File: config.mk
export PLATFORM = sky130hd
export DESIGN_NAME = permutation_count_mod_prime
export DESIGN_NICKNAME = d
export VERILOG_FILES = /design/src/rtl/pcmp_pkg.sv /design/src/rtl/pcmp_modmul.sv /design/src/rtl/permutation_count_mod_prime.sv
export SDC_FILE = /design/constraint.sdc
export NUM_CORES = 1
export LEC_CHECK = 0
export BUFFER_PORTS_ARGS = -buffer_cell sky130_fd_sc_hd__buf_2
export CAP_MARGIN = 15
export CORE_ASPECT_RATIO = 0.7
export CORE_MARGIN = 1.5
export CORE_UTILIZATION = 45
export DETAILED_ROUTE_END_ITERATION = 12
export HOLD_SLACK_MARGIN = 0.02
export PLACE_DENSITY = 0.63
export SLEW_MARGIN = 20
export SYNTH_ARGS = -nofsm -noshare
export SYNTH_HDL_FRONTEND = slang
export SYNTH_SLANG_ARGS = --single-unit
File: constraint.sdc
create_clock -name clk -period 5.5 [get_ports clk]
set_clock_uncertainty 0.1 [all_clocks]
set_input_delay 0.825 -clock clk [delete_from_list [all_inputs] [get_ports clk]]
set_output_delay 0.825 -clock clk [all_outputs]
set_load 0.01 [all_outputs]
File: src/rtl/pcmp_pkg.sv
// ----------------------------------------------------------------------------
// pcmp_pkg
// Widths, reset values and the sequencer state type of the permutation count.
// ----------------------------------------------------------------------------
`default_nettype none

package pcmp_pkg;

  // Modulus and residue width.
  localparam int unsigned MOD_W = 30;
  // Width of the count fields.
  localparam int unsigned CNT_W = 16;
  // Width of the bit counter in the modular multiplier.
  localparam int unsigned STEP_W = $clog2(MOD_W);
  // Modulus after reset.
  localparam logic [MOD_W-1:0] MOD_RESET = 30'd1000000007;
  // Default saturation limit of the counts.
  localparam int unsigned MAX_COUNT_DEF = 65535;

  // Sequencer states: each multiply has an issue state and a wait state.
  typedef enum logic [3:0] {
    ST_IDLE,
    ST_FACT_GO,
    ST_FACT_WAIT,
    ST_POW_BIT,
    ST_PMUL_GO,
    ST_PMUL_WAIT,
    ST_SQR_GO,
    ST_SQR_WAIT,
    ST_FIN_GO,
    ST_FIN_WAIT
  } pcmp_state_t;

endpackage

`default_nettype wire

File: src/rtl/pcmp_modmul.sv
// ----------------------------------------------------------------------------
// pcmp_modmul
// Bit-serial modular multiplier: p = a * b mod m by double-and-add, one bit
// of b per cycle, most significant bit first.
// ----------------------------------------------------------------------------
`default_nettype none

module pcmp_modmul
  import pcmp_pkg::*;
(
  input  wire logic             clk,
  input  wire logic             rst_n,
  input  wire logic             start,
  input  wire logic [MOD_W-1:0] a,
  input  wire logic [MOD_W-1:0] b,
  input  wire logic [MOD_W-1:0] m,
  output logic                  done,
  output logic      [MOD_W-1:0] p
);

  logic              busy_r, busy_nxt;
  logic              done_r, done_nxt;
  logic [STEP_W-1:0] step_r, step_nxt;
  logic [MOD_W-1:0]  a_r, a_nxt;
  logic [MOD_W-1:0]  b_r, b_nxt;
  logic [MOD_W-1:0]  r_r, r_nxt;

  // Double the partial result, add a when the current bit is set, then bring
  // the sum (below three times m) back under m with one of two subtractions.
  logic [MOD_W+1:0] sum;
  logic [MOD_W+1:0] m1;
  logic [MOD_W+1:0] m2;
  logic [MOD_W+1:0] red;

  always_comb begin
    m1  = {2'b00, m};
    m2  = {1'b0, m, 1'b0};
    sum = {1'b0, r_r, 1'b0} + (b_r[MOD_W-1] ? {2'b00, a_r} : '0);
    if (sum >= m2) begin
      red = sum - m2;
    end else if (sum >= m1) begin
      red = sum - m1;
    end else begin
      red = sum;
    end
  end

  // Step control and operand shift register.
  always_comb begin
    busy_nxt = busy_r;
    done_nxt = 1'b0;
    step_nxt = step_r;
    a_nxt    = a_r;
    b_nxt    = b_r;
    r_nxt    = r_r;
    if (start) begin
      busy_nxt = 1'b1;
      step_nxt = STEP_W'(MOD_W - 1);
      a_nxt    = a;
      b_nxt    = b;
      r_nxt    = '0;
    end else if (busy_r) begin
      r_nxt    = red[MOD_W-1:0];
      b_nxt    = {b_r[MOD_W-2:0], 1'b0};
      step_nxt = step_r - 1'b1;
      if (step_r == '0) begin
        busy_nxt = 1'b0;
        done_nxt = 1'b1;
      end
    end
  end

  always_ff @(posedge clk) begin
    if (!rst_n) begin
      busy_r <= 1'b0;
      done_r <= 1'b0;
    end else begin
      busy_r <= busy_nxt;
      done_r <= done_nxt;
    end
    step_r <= step_nxt;
    a_r    <= a_nxt;
    b_r    <= b_nxt;
    r_r    <= r_nxt;
  end

  assign done = done_r;
  assign p    = r_r;

endmodule

`default_nettype wire

File: src/rtl/permutation_count_mod_prime.sv
// A modulus below two answers in the cycle after the request is taken.
// Every modular multiply runs in the shared bit-serial multiplier; one request is worked
//   at a time and busy is high meanwhile.
// Reset (synchronous, active low) returns to idle and loads the modulus 1000000007.
// ----------------------------------------------------------------------------
// permutation_count_mod_prime
// Ordered selections of n out of k modulo a prime: k! * ((k-n)!)^(m-2) mod m.
// ----------------------------------------------------------------------------
`default_nettype none

module permutation_count_mod_prime
  import pcmp_pkg::*;
#(
  parameter int unsigned MAX_COUNT = MAX_COUNT_DEF
) (
  input  wire logic             clk,
  input  wire logic             rst_n,
  input  wire logic             start,
  output logic                  busy,
  input  wire logic [CNT_W-1:0] in_chosen_count,
  input  wire logic [CNT_W-1:0] in_total_count,
  output logic                  out_valid,
  output logic      [MOD_W-1:0] out_result,
  input  wire logic             cfg_valid,
  output logic                  cfg_ready,
  input  wire logic [MOD_W-1:0] cfg_modulus
);

  pcmp_state_t state_r, state_nxt;

  logic [MOD_W-1:0] modulus_r;
  logic [CNT_W-1:0] k_r, k_nxt;
  logic [CNT_W-1:0] d_r, d_nxt;
  logic [CNT_W-1:0] iter_r, iter_nxt;
  logic [MOD_W-1:0] acc_r, acc_nxt;
  logic [MOD_W-1:0] imod_r, imod_nxt;
  logic [MOD_W-1:0] base_r, base_nxt;
  logic [MOD_W-1:0] exp_r, exp_nxt;
  logic [MOD_W-1:0] pw_r, pw_nxt;
  logic             out_valid_r, out_valid_nxt;
  logic [MOD_W-1:0] out_result_r, out_result_nxt;

  logic             mul_start;
  logic [MOD_W-1:0] mul_a;
  logic [MOD_W-1:0] mul_b;
  logic             mul_done;
  logic [MOD_W-1:0] mul_p;

  logic [CNT_W-1:0] n_sat;
  logic [CNT_W-1:0] k_sat;
  logic             mod_small;
  logic [MOD_W:0]   imod_inc;

  // Counts saturate at the configured limit.
  assign n_sat = (32'(in_chosen_count) > MAX_COUNT) ? CNT_W'(MAX_COUNT) : in_chosen_count;
  assign k_sat = (32'(in_total_count) > MAX_COUNT) ? CNT_W'(MAX_COUNT) : in_total_count;

  // A modulus of zero or one gives a zero result straight away.
  assign mod_small = (modulus_r < MOD_W'(2));

  // Next factor i mod m, kept by wrapping rather than dividing.
  assign imod_inc = {1'b0, imod_r} + 1'b1;

  // Next state.
  always_comb begin
    state_nxt = state_r;
    case (state_r)
      ST_IDLE: begin
        if (start) begin
          if (mod_small) begin
            state_nxt = ST_IDLE;
          end else if (k_sat == '0) begin
            state_nxt = ST_POW_BIT;
          end else begin
            state_nxt = ST_FACT_GO;
          end
        end
      end
      ST_FACT_GO:   state_nxt = ST_FACT_WAIT;
      ST_FACT_WAIT: begin
        if (mul_done) begin
          state_nxt = (iter_r == k_r) ? ST_POW_BIT : ST_FACT_GO;
        end
      end
      ST_POW_BIT: begin
        if (exp_r == '0) begin
          state_nxt = ST_FIN_GO;
        end else if (exp_r[0]) begin
          state_nxt = ST_PMUL_GO;
        end else begin
          state_nxt = ST_SQR_GO;
        end
      end
      ST_PMUL_GO:   state_nxt = ST_PMUL_WAIT;
      ST_PMUL_WAIT: if (mul_done) state_nxt = ST_SQR_GO;
      ST_SQR_GO:    state_nxt = ST_SQR_WAIT;
      ST_SQR_WAIT:  if (mul_done) state_nxt = ST_POW_BIT;
      ST_FIN_GO:    state_nxt = ST_FIN_WAIT;
      ST_FIN_WAIT:  if (mul_done) state_nxt = ST_IDLE;
      default:      state_nxt = ST_IDLE;
    endcase
  end

  // Multiplier issue and operand selection.
  always_comb begin
    mul_start = state_r inside {ST_FACT_GO, ST_PMUL_GO, ST_SQR_GO, ST_FIN_GO};
    case (state_r)
      ST_FACT_GO: begin
        mul_a = acc_r;
        mul_b = imod_r;
      end
      ST_PMUL_GO: begin
        mul_a = pw_r;
        mul_b = base_r;
      end
      ST_SQR_GO: begin
        mul_a = base_r;
        mul_b = base_r;
      end
      ST_FIN_GO: begin
        mul_a = acc_r;
        mul_b = pw_r;
      end
      default: begin
        mul_a = acc_r;
        mul_b = pw_r;
      end
    endcase
  end

  // Datapath registers: factorial run, power run and result strobe.
  always_comb begin
    k_nxt          = k_r;
    d_nxt          = d_r;
    iter_nxt       = iter_r;
    acc_nxt        = acc_r;
    imod_nxt       = imod_r;
    base_nxt       = base_r;
    exp_nxt        = exp_r;
    pw_nxt         = pw_r;
    out_valid_nxt  = 1'b0;
    out_result_nxt = out_result_r;
    case (state_r)
      ST_IDLE: begin
        if (start) begin
          // The denominator is (k-n)!, or 1 when n exceeds k.
          k_nxt    = k_sat;
          d_nxt    = (n_sat <= k_sat) ? (k_sat - n_sat) : '0;
          iter_nxt = CNT_W'(1);
          acc_nxt  = MOD_W'(1);
          imod_nxt = MOD_W'(1);
          base_nxt = MOD_W'(1);
          pw_nxt   = MOD_W'(1);
          exp_nxt  = modulus_r - MOD_W'(2);
          if (mod_small) begin
            out_valid_nxt  = 1'b1;
            out_result_nxt = '0;
          end
        end
      end
      ST_FACT_WAIT: begin
        if (mul_done) begin
          acc_nxt  = mul_p;
          // Keep the partial factorial once it reaches the denominator.
          if (iter_r == d_r) begin
            base_nxt = mul_p;
          end
          iter_nxt = iter_r + 1'b1;
          imod_nxt = (imod_inc == {1'b0, modulus_r}) ? '0 : imod_inc[MOD_W-1:0];
        end
      end
      ST_PMUL_WAIT: begin
        if (mul_done) begin
          pw_nxt = mul_p;
        end
      end
      ST_SQR_WAIT: begin
        if (mul_done) begin
          base_nxt = mul_p;
          exp_nxt  = {1'b0, exp_r[MOD_W-1:1]};
        end
      end
      ST_FIN_WAIT: begin
        if (mul_done) begin
          out_valid_nxt  = 1'b1;
          out_result_nxt = mul_p;
        end
      end
      default: begin
      end
    endcase
  end

  always_ff @(posedge clk) begin
    if (!rst_n) begin
      state_r     <= ST_IDLE;
      modulus_r   <= MOD_RESET;
      out_valid_r <= 1'b0;
    end else begin
      state_r     <= state_nxt;
      out_valid_r <= out_valid_nxt;
      if (cfg_valid && cfg_ready) begin
        modulus_r <= cfg_modulus;
      end
    end
    k_r          <= k_nxt;
    d_r          <= d_nxt;
    iter_r       <= iter_nxt;
    acc_r        <= acc_nxt;
    imod_r       <= imod_nxt;
    base_r       <= base_nxt;
    exp_r        <= exp_nxt;
    pw_r         <= pw_nxt;
    out_result_r <= out_result_nxt;
  end

  pcmp_modmul u_modmul (
    .clk   (clk),
    .rst_n (rst_n),
    .start (mul_start),
    .a     (mul_a),
    .b     (mul_b),
    .m     (modulus_r),
    .done  (mul_done),
    .p     (mul_p)
  );

  assign busy       = (state_r != ST_IDLE);
  assign cfg_ready  = (state_r == ST_IDLE);
  assign out_valid  = out_valid_r;
  assign out_result = out_result_r;

endmodule

`default_nettype wire

==> results of run 1 <==
==> cells by family after synthesis <==
logic type / after synthesis / synth area share
AOI/OAI and AO/OA: 545 / 0.157
xor gates and xnor gates: 203 / 0.0798
adders and majority gates: 113 / 0.0648
buffers and inverters: 196 / 0.0346
DFF: 360 / 0.453
muxes: 49 / 0.0221
and+or+nand+nor: 836 / 0.189
==> sequential cells by signal, indices dropped and copies added (netlist names) <==
signal / flops
pw_r: 30
base_r: 30
u_modmul.a_r: 30
exp_r: 30
out_result: 30
u_modmul.busy_r: 1
out_valid: 1
u_modmul.p: 30
k_r: 16
state_r: 4
imod_r: 30
modulus_r: 30
d_r: 16
u_modmul.step_r: 5
iter_r: 16
u_modmul.b_r: 30
u_modmul.done: 1
acc_r: 30
==> worst register-to-register path: stages, from the launching register on <==
cell and delay, ps:
edfxtp_1 420, and2_1 200, ha_1 310, a211oi_2 280, o21ai_2 150, a2111oi_4 390
o21ai_1 150, and2_1 210, a311oi_2 350, o21ai_1 160, xor2_1 160, buf_4 170
ha_4 170, a21oi_1 130, o21ai_1 100, or3_1 310, o21a_1 190, o22a_1 210
a211o_4 400, clkbuf_16 200, o2111a_1 130, a211oi_2 200, a211oi_1 60
==> worst max path at each step <==
stage	startpoint	to	slack, ps	cells past startpoint
finish	u_modmul.b_r[29]$_DFFE_PP_	u_modmul.p[29]$_SDFFE_PN0P_	200	22
global route	u_modmul.b_r[29]$_DFFE_PP_	u_modmul.p[29]$_SDFFE_PN0P_	-50	24
CTS	u_modmul.b_r[29]$_DFFE_PP_	u_modmul.p[1]$_SDFFE_PN0P_	8	24
detailed placement	u_modmul.b_r[29]$_DFFE_PP_	u_modmul.p[8]$_SDFFE_PN0P_	-130	21
global placement	u_modmul.b_r[29]$_DFFE_PP_	u_modmul.p[10]$_SDFFE_PN0P_	-200	22
floorplan	u_modmul.b_r[29]$_DFFE_PP_	u_modmul.p[0]$_SDFFE_PN0P_	120	24
==> final cells by class <==
type	instances	area (µm²)
Fill cell	4457	23700
Antenna cell	2	5.00
Multi-Input combinational cell	1746	11700
Timing Repair Buffer	174	1150
Clock inverter	20	201
Inverter	85	320
Sequential cell	360	10100
Tap cell	665	832
Clock buffer	49	1040
==> timing repair <==
action | in CTS | in global routing
cloned | 0 | 4
gates resized for setup | 5 | 51
buffers inserted | 3 | 2
hold endpoints to repair | 0 | 0
pin swaps | 1 | 15
setup endpoints to repair | 30 | 30
hold buffers | 0 | 0
==> metal layers <==
layer	vias up	track usage
met2	854	0.364
li1	8596	-
met1	8847	0.449
met4	0	0.0579
met5	-	0
met3	71	0.100
==> through the flow <==
step                 util  hold slack [ps]  instance area, µm²
floorplan               -              366               22300
global placement    0.484              382               23800
finish              0.517              373               25400
CTS                 0.510              345               25000
global route        0.517              361               25400
detailed placement  0.484              399               23800
==> power groups by stage <==
stage                     clock [µW]  sequential [µW]  combinational (µW)
after global placement             0             4930                9980
after detailed placement           0             4950               10100
final                           2610             4930               10900
after floorplan                    0             4570                7010
after global routing            2750             5020               11700
after CTS                       2650             4900               10100
==> synthesized netlist by cell type, types with 12 or more instances <==
| library cell | instances | area, µm² |
|---|---|---|
| edfxtp_1 | 288 | 8650 |
| nor2_1 | 206 | 773 |
| nand2_1 | 196 | 736 |
| a21oi_1 | 168 | 841 |
| xnor2_1 | 135 | 1180 |
| and2_1 | 130 | 813 |
| ha_1 | 109 | 1360 |
| clkbuf_1 | 92 | 345 |
| o21ai_0 | 89 | 445 |
| inv_1 | 84 | 315 |
| dfxtp_1 | 72 | 1440 |
| xor2_1 | 68 | 596 |
| and3_1 | 61 | 382 |
| mux2i_1 | 48 | 480 |
| nand3_1 | 46 | 230 |
| a21o_1 | 42 | 315 |
| nor3_1 | 40 | 200 |
| a31oi_1 | 38 | 238 |
| a22oi_1 | 37 | 278 |
| nand4_1 | 32 | 200 |
| nor4_1 | 32 | 200 |
| o211ai_1 | 29 | 218 |
| o21a_1 | 25 | 188 |
| a21boi_0 | 19 | 143 |
| nor2b_1 | 19 | 119 |
| a211oi_1 | 18 | 135 |
| nand2b_1 | 17 | 106 |
| o21bai_1 | 15 | 113 |
| or3_1 | 12 | 75.1 |
==> layout by cell type (no fill, tap or decap), types with 8 or more instances in the layout <==
master     synthesis  layout
a211oi_1          18      17
a21boi_0          19      18
a21o_1            42      42
a21oi_1          168     164
a22oi_1           37      36
a31oi_1           38      36
and2_1           130     128
and3_1            61      61
buf_2              8      98
buf_4              1      69
clkbuf_16          0      42
clkinv_2           0       8
dfxtp_1           72      71
edfxtp_1         288     288
ha_1             109     102
inv_1             84      84
mux2i_1           48      48
nand2_1          196     194
nand2b_1          17      16
nand3_1           46      45
nand4_1           32      32
nor2_1           206     203
nor2b_1           19      17
nor3_1            40      37
nor4_1            32      31
o211ai_1          29      29
o21a_1            25      25
o21ai_0           89      78
o21ai_1            3      11
o21bai_1          15      15
o221ai_1           9       9
or2_2              8       8
or3_1             12      12
xnor2_1          135     131
xor2_1            68      67
==> results.cfg, run 1 <==
[synthesis]
syn_nets = 2481
ys_ff_latch = 360
synth.distinct_cells = 84
ys_async_sr_fraction = 0
yosys_most_used_dff = edfxtp_1
synthCells = 2302
synth-edff-count = 288
ys_seq_area_frac = 0.453
synth_area_um2 = 22300
syn_area_per_cell_um2 = 9.68
yosysWarnings = 0

[worst_setup_path]
crit_chain = and2_1 -> ha_1 -> a211oi_2 -> o21ai_2 -> a2111oi_4 -> o21ai_1 -> and2_1 -> a311oi_2 -> o21ai_1 -> xor2_1 -> buf_4 -> ha_4 -> a21oi_1 -> o21ai_1 -> or3_1 -> o21a_1 -> o22a_1 -> a211o_4 -> clkbuf_16 -> o2111a_1 -> a211oi_2 -> a211oi_1
ff2ff_path_depth = 22
cp_slowest_cell = edfxtp_1
worst_path_most_repeated_cell = o21ai_1
worstPathRequired_ps = 5850
arrival_ps = 5650
cp_top_family = compound AO/OA/AOI/OAI gates
path_buf_inv = 2
crit_fanout = 5
cp-end-kind = flop
path_class = reg -> reg
crit_path_start_kind = flop
cpPeakStageDelay_ps = 420
r2r-start = u_modmul.b_r[29]$_DFFE_PP_
rr_endpoint = u_modmul.p[29]$_SDFFE_PN0P_
r2r_setup_slack_ps = 200

[timing]
hold_viol = 0
fin_crit_sh = 0.964
setup_ws_ps = 199
setup_viol = 0
slew_viol_final = 0
min_period_ps = 5300
slew-limit-headroom = 0.189
tightest_slew_ps = 1200
setup_tns_ps = 0
fmax_ghz = 0.189

[clock_tree]
cts_buffers = 39
insertion_delay_ps = 580
cts_buffer_depth = 3
clock-root-buffer = clkbuf_16
cts.reportedPaths.clkPinSlew_ps = 60
cts_tree = done
cts_sinks = 360
cts_htree_levels = 2

[route]
wl_met1_um = 34800
wl_per_cell_um = 23.5
dr.pass1.iters = 5
wl_met2_um = 27400
wirelength_um = 72800
highest_layer = met4
dr_wl_met3_um = 9310
drc = 0
first_iter_violations = 1766
num_vias = 18368
ant_nets = 0
avgViaCountPerCell = 5.92

[hold_path]
worstHoldPathType = in -> reg
hold_end = modulus_r[29]$_SDFFE_PN1P_
min-delay-start = cfg_modulus[29]
hold_depth = 3

[floorplan]
start_util = 0.454
ios = 99
die_area_um2 = 50900
die_w_um = 269
row_count = 68
coreArea_um2 = 49100
dieHeight_um = 189

[global_route]
antenna_found_initial = 4
grt_pass1_wl_um = 107000
grt_start_max_net_pins = 91
grtUsageTotal = 0.285
first_global_vias = 17101
overflow = 0

[pwr]
switching_share = 0.472
power_uw = 18400
clkPwrFrac = 0.142
power_density_nw_per_um2 = 727
seqPwrFrac = 0.268
p_int_uw = 9740
leakage_uw = 0.00982
pwr-share-comb = 0.591
ir_drop_v = 0.000392
netSwitchingPower_uw = 8700

[placement]
globalplace.congestion = 0.949
dp.final_hpwl_um = 53100
dp_cells = 3021
port_buffers = 98
place_ws_ps = -134

[final_layout]
layout-drive-gt1-share = 0.128
area_delta_synth_final_pct = 13.8
stdcell_count = 3101
layout.nets = 2585

[outcome]
run_status = finished, final reports clean

[job]
maxCapViolCount = 0
No activity file was read; power rests on OpenSTA's default activity.
==> inputs of run 2 (changes only) <==
--- a/config.mk
+++ b/config.mk
@@ -12,7 +12,7 @@
 export CORE_UTILIZATION = 45
 export DETAILED_ROUTE_END_ITERATION = 12
 export HOLD_SLACK_MARGIN = 0.02
-export PLACE_DENSITY = 0.63
+export PLACE_DENSITY = 0.6
 export SLEW_MARGIN = 20
 export SYNTH_ARGS = -nofsm -noshare
 export SYNTH_HDL_FRONTEND = slang
==> constraint.sdc (replaced) <==
create_clock -name clk -period 5.3 [get_ports clk]
set_clock_uncertainty 0.1 [all_clocks]
set_input_delay 0.795 -clock clk [delete_from_list [all_inputs] [get_ports clk]]
set_output_delay 0.795 -clock clk [all_outputs]
set_load 0.01 [all_outputs]
==> run 2 against run 1 <==
Net effect: critical path depth is 2 higher; critical path type unchanged; setup slack worse by 190 ps; via count is 1.8% higher; sequential share of layout area is 1.4 points lower; register-to-register slack worse by 190 ps.
==> results.cfg, run 2 (synthesis results as in run 1) <==
[pwr]
power_density_nw_per_um2 = 775
leakage_uw = 0.0103
ir_drop_v = 0.000436

[outcome]
run_status = finished, final reports clean

[timing]
slew_viol_final = 0
tightest_slew_ps = 1000
setup_tns_ps = 0
slew-limit-headroom = 0.331
fmax_ghz = 0.189
rsz0062_at_grt = true
hold_viol = 0
min_period_ps = 5290
setup_viol = 0
fin_crit_sh = 0.999

[clock_tree]
cts_sinks = 360
insertion_delay_ps = 570
cts_buffer_depth = 3
clock-root-buffer = clkbuf_16
cts_htree_levels = 2
cts_tree = done
cts_buffers = 39
cts.reportedPaths.clkPinSlew_ps = 70

[worst_setup_path]
crit_fanout = 9
r2r_setup_slack_ps = 5
path_class = reg -> reg
worstPathRequired_ps = 5670
arrival_ps = 5660
crit_path_start_kind = flop
cp-end-kind = flop

[final_layout]
fin_util = 0.535
layout_commonest_cell = edfxtp_1
area_delta_synth_final_pct = 17.8
layout-drive-gt1-share = 0.167
final_area_um2 = 26300
most-common-layout-cells = 288 x edfxtp_1, 203 x nor2_1, 189 x nand2_1, 161 x a21oi_1, 135 x buf_4
layout.nets = 2651

[floorplan]
die_w_um = 269
row_count = 68
dieHeight_um = 189
coreArea_um2 = 49100
die_area_um2 = 50900
ios = 99
start_util = 0.454

[route]
avgViaCountPerCell = 5.90
first_iter_violations = 1973
drc = 0
wirelength_um = 73500
dr.pass1.iters = 7
wl_per_cell_um = 23.2
ant_nets = 0
num_vias = 18702

[hold_path]
worstHoldPathType = in -> reg

[placement]
dp.final_hpwl_um = 54200
globalplace.congestion = 0.959
port_buffers = 98
place_area_um2 = 24200

[job]
maxCapViolCount = 0

[global_route]
overflow = 0
first_global_vias = 17182
grt_pass1_wl_um = 108000
grtUsageTotal = 0.287
antenna_found_initial = 5
busiest_layer = met1
grtUsageMet2 = 0.362
grt_start_max_net_pins = 91
use_met1 = 0.473
grt_util_met3 = 0.0756
run 2: cell types whose count changed in the layout (fill, tap and decap cells not counted), sizes merged:
cell and delta:
buf +67, bufinv +6, clkbuf -4, clkinv -1, diode -1
run 2: final cells by class:
cell class,instances,area (µm²)
antenna,1,2.50
clock buffer,46,1040
inverter,85,320
timing repair buffer,240,1640
tap,665,832
fill,4360,22800
multi-input combinational,1746,12000
sequential,360,10100
clock inverter,25,354
run 2: stage by stage:
| step | hold WS (ps) | power (µW) | setup WS [ps] | std cells |
|---|---|---|---|---|
| final | 343 | 20400 | 5.26 | 3168 |
| after global placement | 383 | 15900 | -95.9 | 3085 |
| after floorplan | 366 | 12000 | 20.6 | 2302 |
| after CTS | 324 | 19300 | 0.839 | 3161 |
| after global routing | 360 | 21500 | -161 | 3167 |
| after detailed placement | 392 | 16000 | -176 | 3085 |
run 2: critical path, cell delays in order, from the launching register on:
cell and delay (ps):
edfxtp_1 440, buf_4 160, buf_4 150, and2_1 160, ha_4 240, a21oi_1 180, nand2_2 130, buf_4 150
a2111o_1 330, o2111ai_2 270, nand3_2 170, a31oi_4 240, xnor2_2 150, ha_2 240, a21o_1 200, a21o_1 180
a21oi_2 160, a21boi_1 80, o21a_1 180, o22a_1 250, a211o_4 410, clkbuf_16 210, mux2i_1 150, a21oi_1 90
a21o_1 150
run 2: routing by layer:
metal	up-vias	wire (µm)
met3	78	8640
met2	871	27300
li1	8706	-
met1	9047	36200
met5	-	0
met4	0	1300
run 2: power breakdown:
group | leakage (µW) | switching (µW) | internal, µW
Combinational | 0.00619 | 7260 | 4980
Clock | 0.000690 | 1220 | 1810
Sequential | 0.00337 | 830 | 4270
Total | 0.0103 | 9300 | 11100
run 2: worst paths after layout:
kind	cells after the start	endpoint	from
max	24	u_modmul.p[4]$_SDFFE_PN0P_	u_modmul.b_r[29]$_DFFE_PP_
max reg2reg	24	u_modmul.p[4]$_SDFFE_PN0P_	u_modmul.b_r[29]$_DFFE_PP_
min reg2reg	2	modulus_r[12]$_SDFFE_PN0P_	modulus_r[12]$_SDFFE_PN0P_
min	3	modulus_r[0]$_SDFFE_PN1P_	cfg_modulus[0]
run 2: repair_timing:
action	4_1_cts	5_1_grt
gates cloned	1	2
gates resized for setup	18	89
pin swaps	6	40
setup buffers	4	5
hold buffers	0	0
endpoints found under the hold margin	0	0
setup endpoints to repair	30	30
==> inputs of run 3 (changes only) <==
--- a/config.mk
+++ b/config.mk
@@ -12,7 +12,7 @@
 export CORE_UTILIZATION = 45
 export DETAILED_ROUTE_END_ITERATION = 12
 export HOLD_SLACK_MARGIN = 0.02
-export PLACE_DENSITY = 0.6
+export PLACE_DENSITY = 0.73
 export SLEW_MARGIN = 20
 export SYNTH_ARGS = -nofsm -noshare
 export SYNTH_HDL_FRONTEND = slang
==> run 3 against run 2 <==
Net effect: sequential cell count did not move; highest routed layer unchanged; critical path depth fell by 3; register-to-register slack improved by 90 ps.
==> results.cfg, run 3 (synthesis results as in run 1) <==
[global_route]
grt_start_max_net_pins = 91
overflow = 0
first_global_vias = 17510
antenna_found_initial = 5
grt_pass1_wl_um = 107000
grtUsageTotal = 0.279

[timing]
setup_viol = 0
rsz0062_at_grt = true
min_period_ps = 5200
tightest_slew_ps = 986
hold_viol = 0
fmax_ghz = 0.192
slew-limit-headroom = 0.333
slew_viol_final = 0
fin_crit_sh = 0.982

[clock_tree]
cts_htree_levels = 2
insertion_delay_ps = 550
cts_buffer_depth = 3
cts_tree = done
cts_sinks = 360
clock-root-buffer = clkbuf_16
ctsHoldBuffers = 0
cts.reportedPaths.clkPinSlew_ps = 60
cts_buffers = 39

[pwr]
leakage_uw = 0.0100
power_density_nw_per_um2 = 756
power_uw = 19700
ir_drop_v = 0.000614

[hold_path]
worstHoldPathType = in -> reg
min-delay-start = cfg_modulus[0]
hold_depth = 3
hold_end = modulus_r[0]$_SDFFE_PN1P_

[placement]
place_area_um2 = 24000
dp.final_hpwl_um = 51700
globalplace.congestion = 0.959
port_buffers = 98
dp_cells = 3051

[worst_setup_path]
crit_fanout = 5
r2r-start = u_modmul.b_r[29]$_DFFE_PP_
cp_top_family = compound AO/OA/AOI/OAI gates
ff2ff_path_depth = 21
rr_endpoint = u_modmul.p[5]$_SDFFE_PN0P_
crit_path_start_kind = flop
path_class = reg -> reg
cp_slowest_cell = edfxtp_1
cp-end-kind = flop
cpPeakStageDelay_ps = 480
crit_chain = and2_1 -> ha_1 -> a211oi_2 -> o21ai_2 -> a2111oi_2 -> o21ai_1 -> and2_1 -> a311oi_2 -> buf_4 -> xnor2_1 -> ha_2 -> a21oi_1 -> o21ai_1 -> or3_1 -> o21a_1 -> o22a_1 -> a211o_4 -> buf_12 -> mux2i_1 -> a21oi_1 -> a21o_1
r2r_setup_slack_ps = 100
worstPathRequired_ps = 5620
arrival_ps = 5520
path_buf_inv = 2

[final_layout]
stdcell_count = 3142
most-common-layout-cells = 288 x edfxtp_1, 203 x nor2_1, 191 x nand2_1, 161 x a21oi_1, 128 x xnor2_1
fillers = 4290
layout-drive-gt1-share = 0.165
area_delta_synth_final_pct = 17.1
final_area_um2 = 26100
layout.nets = 2627
layout_commonest_cell = edfxtp_1

[floorplan]
row_count = 68
start_util = 0.454
die_w_um = 269
ios = 99
dieHeight_um = 189
die_area_um2 = 50900
coreArea_um2 = 49100

[route]
avgViaCountPerCell = 6.02
drc = 0
wirelength_um = 71800
dr.pass1.iters = 6
wl_per_cell_um = 22.8
num_vias = 18912
ant_nets = 0
first_iter_violations = 2059

[outcome]
run_status = finished, final reports clean

[job]
maxCapViolCount = 0
## run 3: stage by stage
| step | util | setup WS, ps | hold WS (ps) | setup TNS (ps) |
|---|---|---|---|---|
| after global routing | 0.532 | -69.5 | 366 | -593 |
| after global placement | 0.489 | -138 | 383 | -918 |
| after CTS | 0.523 | -8.96 | 344 | -21.2 |
| after detailed placement | 0.489 | -305 | 386 | -3660 |
| final | 0.532 | 96.7 | 359 | 0 |
| after floorplan | - | 20.6 | 366 | 0 |
## run 3: what timing repair did
item,in CTS,in global routing
setup endpoints to repair,30,30
buffers inserted,13,9
gates resized for setup,51,95
gates cloned,3,0
pin swaps,23,54
## run 3: where the power goes
part	total, µW	leakage (µW)	switching (µW)	internal (µW)
clock	2680	0.000603	1150	1530
combinational	11900	0.00608	7160	4790
sequential	5110	0.00337	831	4280
total	19700	0.0100	9140	10600
## run 3: worst max path at each step
| stage | startpoint | end | slack, ps | cells past startpoint |
|---|---|---|---|---|
| 2_1_floorplan | u_modmul.b_r[29]$_DFFE_PP_ | u_modmul.p[0]$_SDFFE_PN0P_ | 20 | 24 |
| 3_3_place_gp | u_modmul.b_r[29]$_DFFE_PP_ | u_modmul.p[10]$_SDFFE_PN0P_ | -140 | 23 |
| 3_5_place_dp | u_modmul.b_r[29]$_DFFE_PP_ | u_modmul.p[13]$_SDFFE_PN0P_ | -310 | 23 |
| 4_1_cts | u_modmul.b_r[29]$_DFFE_PP_ | u_modmul.p[9]$_SDFFE_PN0P_ | -9 | 25 |
| 5_1_grt | u_modmul.b_r[29]$_DFFE_PP_ | u_modmul.p[25]$_SDFFE_PN0P_ | -70 | 23 |
| 6_report | u_modmul.b_r[29]$_DFFE_PP_ | u_modmul.p[5]$_SDFFE_PN0P_ | 100 | 21 |
## run 3: routing by layer
| metal | vias up | track usage | wire length, µm |
|---|---|---|---|
| li1 | 8663 | - | - |
| met1 | 9109 | 0.434 | 33000 |
| met2 | 1030 | 0.366 | 27800 |
| met3 | 110 | 0.0851 | 9260 |
| met4 | 0 | 0.0713 | 1780 |
| met5 | - | 0 | 0 |
## run 3: worst reg2reg max path: cells and delay by family, from the launching register on
kind,cells,cell delay (ps)
muxes,1,170
buffers and inverters,2,340
adders and majority gates,2,570
DFF,1,480
and+or+nand+nor,3,730
xor gates and xnor gates,1,180
AOI/OAI and AO/OA,12,2500
## run 3: layout make-up
class,count,area [µm²],area share
multi-input combinational,1746,12100,0.465
sequential,360,10100,0.387
timing repair buffer,216,1490,0.0570
clock buffer,51,1070,0.0410
tap,665,832,0.0319
inverter,85,319,0.0122
clock inverter,18,166,0.00638
antenna,1,2.50,0.0000959
